<file path="src/sv/mmf_pkg.sv">
package mmf_pkg;

    localparam int unsigned DATA_W = 16;

    typedef logic signed [DATA_W-1:0] sample_t;

    localparam sample_t FLOOR_RESET = -16'sd4370;

    // Contents of the register between the window stage and the output stage.
    typedef struct packed {
        logic    valid;
        logic    last;
        sample_t data;
    } stage_t;

endpackage

</file>
<file path="src/sv/moving_median_filter_top.sv">
// Channel   Direction  Beat contents
// s_*       input      tdata[15:0] = sample
// m_*       output     tdata[15:0] = value, tlast = end_of_run
// cfg_*     input      wr_data[15:0] = floor_value
//
// A sample beat is taken every cycle while s_tready is high; any result beat
// passes the window shift register and the output register, the two stages.
// The output beat is held while m_tready is low, and s_tready falls only when
// both stages are full. Reset is synchronous on aresetn and empties the window.
module moving_median_filter_top
    import mmf_pkg::*;
#(
    parameter int unsigned WINDOW = 5
) (
    input  logic        aclk,
    input  logic        aresetn,
    input  logic        s_tvalid,
    output logic        s_tready,
    input  logic [15:0] s_tdata,    // [15:0] sample
    output logic        m_tvalid,
    input  logic        m_tready,
    output logic [15:0] m_tdata,    // [15:0] value
    output logic        m_tlast,
    input  logic        cfg_wr_en,
    input  logic [15:0] cfg_wr_data
);

    sample_t              floor_reg;
    sample_t [WINDOW-1:0] window;
    sample_t              median;
    stage_t               stage;
    logic                 advance;
    logic                 accept;
    logic                 m_tvalid_reg;
    logic                 m_tlast_reg;
    sample_t              m_tdata_reg;

    assign advance  = !m_tvalid_reg || m_tready;
    assign s_tready = !stage.valid || advance;
    assign accept   = s_tvalid && s_tready;

    always_ff @(posedge aclk) begin
        if (!aresetn) begin
            floor_reg <= FLOOR_RESET;
        end else if (cfg_wr_en) begin
            floor_reg <= cfg_wr_data;
        end
    end

    mmf_window #(
        .WINDOW(WINDOW)
    ) u_window (
        .aclk        (aclk),
        .aresetn     (aresetn),
        .accept      (accept),
        .sample      (s_tdata),
        .floor_value (floor_reg),
        .advance     (advance),
        .window      (window),
        .stage       (stage)
    );

    mmf_median #(
        .WINDOW(WINDOW)
    ) u_median (
        .window (window),
        .median (median)
    );

    always_ff @(posedge aclk) begin
        if (!aresetn) begin
            m_tvalid_reg <= 1'b0;
        end else if (advance) begin
            m_tvalid_reg <= stage.valid;
        end
    end

    always_ff @(posedge aclk) begin
        if (advance) begin
            m_tlast_reg <= stage.last;
            m_tdata_reg <= stage.last ? stage.data : median;
        end
    end

    assign m_tvalid = m_tvalid_reg;
    assign m_tlast  = m_tlast_reg;
    assign m_tdata  = m_tdata_reg;

    a_term_echo: assert property (@(posedge aclk) disable iff (!aresetn)
        accept && ($signed(s_tdata) < $signed(floor_reg))
        |=> stage.valid && stage.last && (stage.data == $past(s_tdata)))
        else $error("terminator beat not echoed into the stage register");

    a_stage_moves: assert property (@(posedge aclk) disable iff (!aresetn)
        stage.valid && advance |=> m_tvalid)
        else $error("stage beat lost on its way to the output register");

    a_full_stall: assert property (@(posedge aclk) disable iff (!aresetn)
        stage.valid && !advance |-> !s_tready)
        else $error("sample beat taken while both stages are full");

endmodule

</file>
<file path="src/sv/mmf_window.sv">
module mmf_window
    import mmf_pkg::*;
#(
    parameter int unsigned WINDOW = 5
) (
    input  logic                     aclk,
    input  logic                     aresetn,
    input  logic                     accept,
    input  sample_t                  sample,
    input  sample_t                  floor_value,
    input  logic                     advance,
    output sample_t [WINDOW-1:0]     window,
    output stage_t                   stage
);

    localparam int unsigned FILL_W = $clog2(WINDOW + 1);
    localparam logic [FILL_W-1:0] FILL_FULL = FILL_W'(WINDOW);
    localparam logic [FILL_W-1:0] FILL_LAST = FILL_W'(WINDOW - 1);

    sample_t [WINDOW-1:0] win_reg;
    sample_t [WINDOW-1:0] win_next;
    logic    [FILL_W-1:0] fill_reg;
    logic    [FILL_W-1:0] fill_next;
    stage_t               stage_reg;
    stage_t               stage_next;
    logic                 term;

    assign term = $signed(sample) < $signed(floor_value);

    always_comb begin
        win_next   = win_reg;
        fill_next  = fill_reg;
        stage_next = stage_reg;
        if (advance) begin
            stage_next.valid = 1'b0;
        end
        if (accept) begin
            if (term) begin
                win_next         = '0;
                fill_next        = '0;
                stage_next.valid = 1'b1;
                stage_next.last  = 1'b1;
                stage_next.data  = sample;
            end else begin
                for (int i = 0; i < WINDOW - 1; i++) begin
                    win_next[i] = win_reg[i+1];
                end
                win_next[WINDOW-1] = sample;
                if (fill_reg < FILL_FULL) begin
                    fill_next = fill_reg + 1'b1;
                end
                stage_next.valid = fill_reg >= FILL_LAST;
                stage_next.last  = 1'b0;
                stage_next.data  = sample;
            end
        end
    end

    always_ff @(posedge aclk) begin
        if (!aresetn) begin
            win_reg   <= '0;
            fill_reg  <= '0;
            stage_reg <= '0;
        end else begin
            win_reg   <= win_next;
            fill_reg  <= fill_next;
            stage_reg <= stage_next;
        end
    end

    assign window = win_reg;
    assign stage  = stage_reg;

endmodule

</file>
<file path="src/sv/mmf_median.sv">
module mmf_median
    import mmf_pkg::*;
#(
    parameter int unsigned WINDOW = 5
) (
    input  sample_t [WINDOW-1:0] window,
    output sample_t              median
);

    localparam int unsigned RANK_W = $clog2(WINDOW);
    localparam logic [RANK_W-1:0] RANK_HI = RANK_W'(WINDOW / 2);
    localparam logic [RANK_W-1:0] RANK_LO = RANK_W'((WINDOW - 1) / 2);

    logic [WINDOW-1:0][RANK_W-1:0] rank;
    sample_t                       pick_hi;
    sample_t                       pick_lo;
    logic signed [DATA_W:0]        pair_sum;

    // Each entry's rank counts the entries ahead of it in sorted order, with
    // ties broken by position so that the ranks form a permutation.
    always_comb begin
        for (int i = 0; i < WINDOW; i++) begin
            rank[i] = '0;
            for (int j = 0; j < WINDOW; j++) begin
                if (j != i) begin
                    if (($signed(window[j]) < $signed(window[i])) ||
                        ((window[j] == window[i]) && (j < i))) begin
                        rank[i] = rank[i] + 1'b1;
                    end
                end
            end
        end
    end

    always_comb begin
        pick_hi = '0;
        pick_lo = '0;
        for (int i = 0; i < WINDOW; i++) begin
            if (rank[i] == RANK_HI) begin
                pick_hi = pick_hi | window[i];
            end
            if (rank[i] == RANK_LO) begin
                pick_lo = pick_lo | window[i];
            end
        end
    end

    // For an odd window both picks are the same entry, and the floored mean
    // of a value with itself is that value.
    assign pair_sum = {pick_lo[DATA_W-1], pick_lo} + {pick_hi[DATA_W-1], pick_hi};
    assign median   = pair_sum[DATA_W:1];

endmodule

</file>
<file path="config.mk">
export PLATFORM = sky130hd
export DESIGN_NAME = moving_median_filter_top
export DESIGN_NICKNAME = d
export VERILOG_FILES = /design/src/sv/mmf_pkg.sv /design/src/sv/moving_median_filter_top.sv /design/src/sv/mmf_window.sv /design/src/sv/mmf_median.sv
export SDC_FILE = /design/constraint.sdc
export NUM_CORES = 1
export LEC_CHECK = 0
export BUFFER_PORTS_ARGS = -buffer_cell sky130_fd_sc_hd__buf_4
export CORE_AREA = 10 10 156 158
export DETAILED_ROUTE_END_ITERATION = 6
export DIE_AREA = 0 0 166 168
export HOLD_SLACK_MARGIN = 0.15
export PLACE_DENSITY = 0.67
export SLEW_MARGIN = 20
export SYNTH_ARGS = -nofsm -noshare
export SYNTH_HDL_FRONTEND = slang
export SYNTH_SLANG_ARGS = --single-unit
</file>
<file path="constraint.sdc">
create_clock -name aclk -period 8.2 [get_ports aclk]
set_clock_uncertainty 0.05 [all_clocks]
set_input_delay 1.64 -clock aclk [delete_from_list [all_inputs] [get_ports aclk]]
set_output_delay 1.64 -clock aclk [all_outputs]
set_load 0.1 [all_outputs]
</file>
==> run metrics <==
outcome=complete, no violations; RSZ-0062 raised after global routing=false; wire per inst=21.9 um; Inserted Clock Buffers=17; Die H=168 um; Post-synth top flop=dfxtp_1; Clock Latency Late Sink=0.44 ns; Core Rows=54; Die X=166 um; critical path required time=~8.4 ns; gr ovfl total=0; Ports=56; # H-tree levels=4; Final nets=between 1000 and 1500; largest net degree at the start of global routing=75; PD cells=200 nW/um^2; worst hold path class=reg -> reg; overall routing resource usage=a little under a quarter; Port Buf Inserts=55; setup_tns=0 ns; Mapped Cells=1234; total core area=about 21000 sq um; DIE AREA=approximately 28000 sq um; most common cell in the netlist=ha_1; async set-reset flop share out of synthesis=0%; Synth Register Bits=about 140; Layout Cells excl Fill=1547; Cell Area, Synth=10500 sq um; max cap viols=0; number of DRC markers in iteration 0=between 1000 and 1500; post-DP HPWL=24.5 mm; post-synth cell types=between 70 and 80; Seq/Total Area, Yosys=27.5%; Clock Tree Buf Depth=2; Critical Path Source Type=register; critical path class=reg -> reg; share of cells above drive strength 1=9.71%; critical path capture point type=register; ANT nets after route=0; max reg flops=80; Leak=4.97 nW; total vias in the final route=9603; clock sink count=around 140; Post-CTS Setup Inserts=0; fin area=roughly 12000 sq um; fin. max-slew vios=0; worst vdd ir=0.117 mV; Synth area leader=ha_1; TritonCTS clock tree=built; Worst-path clk slew=~0.080 ns; root buffer cell=clkbuf_16; Pwr Total=2.32 mW; Post-CTS Resized=0; Setup-failing EPs final=0; Ys Warns=0; TritonRoute pass-1 iters=6; RD Place Congestion=0.931; WP data arrival=5.38 ns; antenna violations before repair=0; fmax=0.193 GHz; crit path max fanout=16; Reg power frac=a little under a third; Final min period=5.17 ns; EDFF count, synth=17; Net Sw Frac=40.9%; Internal=1.37 mW; worst slew pin tran=1.18 ns; clock share of power=33.8%; Synth top area share=22.6%; synth top area cells=ha_1, dfxtp_1, edfxtp_1; relative max-transition margin=21.4%; R2R setup slack=3.03 ns; most instantiated cells after synthesis=ha_1, nand2_1, inv_1; vias in the first global route=9179; Residual DRC=0; Post-Syn Nets=1460; Initial Utilization=48.8%; Fin. Hold Viols=0; P&R area growth vs syn=10.6%; dpl cell area=roughly 11000 sq um; drt total wl=33.8 mm; power share of the combinational group=34.5%; Psw=0.946 mW; first-pass GRT wire length=52.8 mm; Ant. Diodes=0; hold buffers post-CTS=0; # placed instances=1515; synthesized area per cell=8.47 sq um; drt via density=6.21; fin crit share=between 60% and 70%
==> critical path, stage by stage (launching register included) <==
cell      delay (ns)
dfxtp_1         0.33
inv_1           0.15
ha_1            0.39
nand4_1         0.19
or4_1           0.59
a21oi_1         0.17
or3_1           0.14
mux2_2          0.38
ha_1            0.33
o21ai_0         0.17
and2_1          0.20
ha_1            0.27
nand4_1         0.12
a211oi_4        0.98
a221oi_1        0.23
a32oi_1         0.27
==> power by group through the flow <==
stage	combinational, mW	clock [mW]	sequential [mW]
6_report	0.799	0.782	0.735
5_1_grt	0.853	0.815	0.738
4_1_cts	0.783	0.791	0.734
3_5_place_dp	0.780	0	0.749
3_3_place_gp	0.767	0	0.749
2_1_floorplan	0.470	0	0.861
==> cell usage in the layout (no fill, tap or decap), drive strengths merged, types with 17 or more instances in the layout <==
master and count:
nor2 80, nand2 129, clkbuf 19, ha 189, a32oi 17, and2 19, o41ai 17, nand4 28
a21o 18, a211oi 26, o211ai 17, inv 131, a221oi 17, edfxtp 17, a22oi 17, a21oi 75
nand3 21, buf 62, o21a 53, o21ai 27, dfxtp 118, nor4 56
==> kinds of logic (layout without fill, tap and decap cells) <==
family	count (synthesis)	in the layout	synth area share [%]
AO/OA/AOI/OAI	326	326	22.6
XOR/XNOR	5	5	0.419
adder cells (fa/ha/maj)	189	189	22.6
buffers and inverters	182	215	7.28
flip-flops	135	135	27.5
multiplexers	7	7	0.814
AND/OR/NAND/NOR	390	390	18.8
==> stage by stage <==
step,util [%],setup WS [ns],hold WS [ns]
detailed placement,51.3,3.17,0.396
floorplan,-,3.98,0.386
finish,54.0,3.03,0.405
global placement,51.3,3.20,0.394
global route,54.0,2.74,0.420
CTS,54.0,3.09,0.406
==> per-layer routing <==
layer | track usage [%] | routed length, um
met1 | 31.1 | 15000
met2 | 37.3 | 15500
met3 | 4.24 | 2640
met4 | 8.17 | 731
met5 | 0 | 0
==> final cells by class <==
cell class              count  area, sq um
well taps                 280          350
flip-flops and latches    135         2870
inverters                 121          454
multi-input cells         917         6840
fillers                  2012         9850
clock inverters            13          120
repair buffers             62          465
clock buffers              19          464
==> final timing paths <==
| path | startpoint | end | depth (start not counted) |
|---|---|---|---|
| max | u_window.window[47]$_SDFFE_PN0P_ | m_tdata[11]$_DFFE_PP_ | 15 |
| min | u_window.stage[8]$_SDFFE_PN0P_ | u_window.stage[8]$_SDFFE_PN0P_ | 2 |
| max reg2reg | u_window.window[47]$_SDFFE_PN0P_ | m_tdata[11]$_DFFE_PP_ | 15 |
| min reg2reg | u_window.stage[8]$_SDFFE_PN0P_ | u_window.stage[8]$_SDFFE_PN0P_ | 2 |
Note: power is estimated with default switching activity, not from simulation.
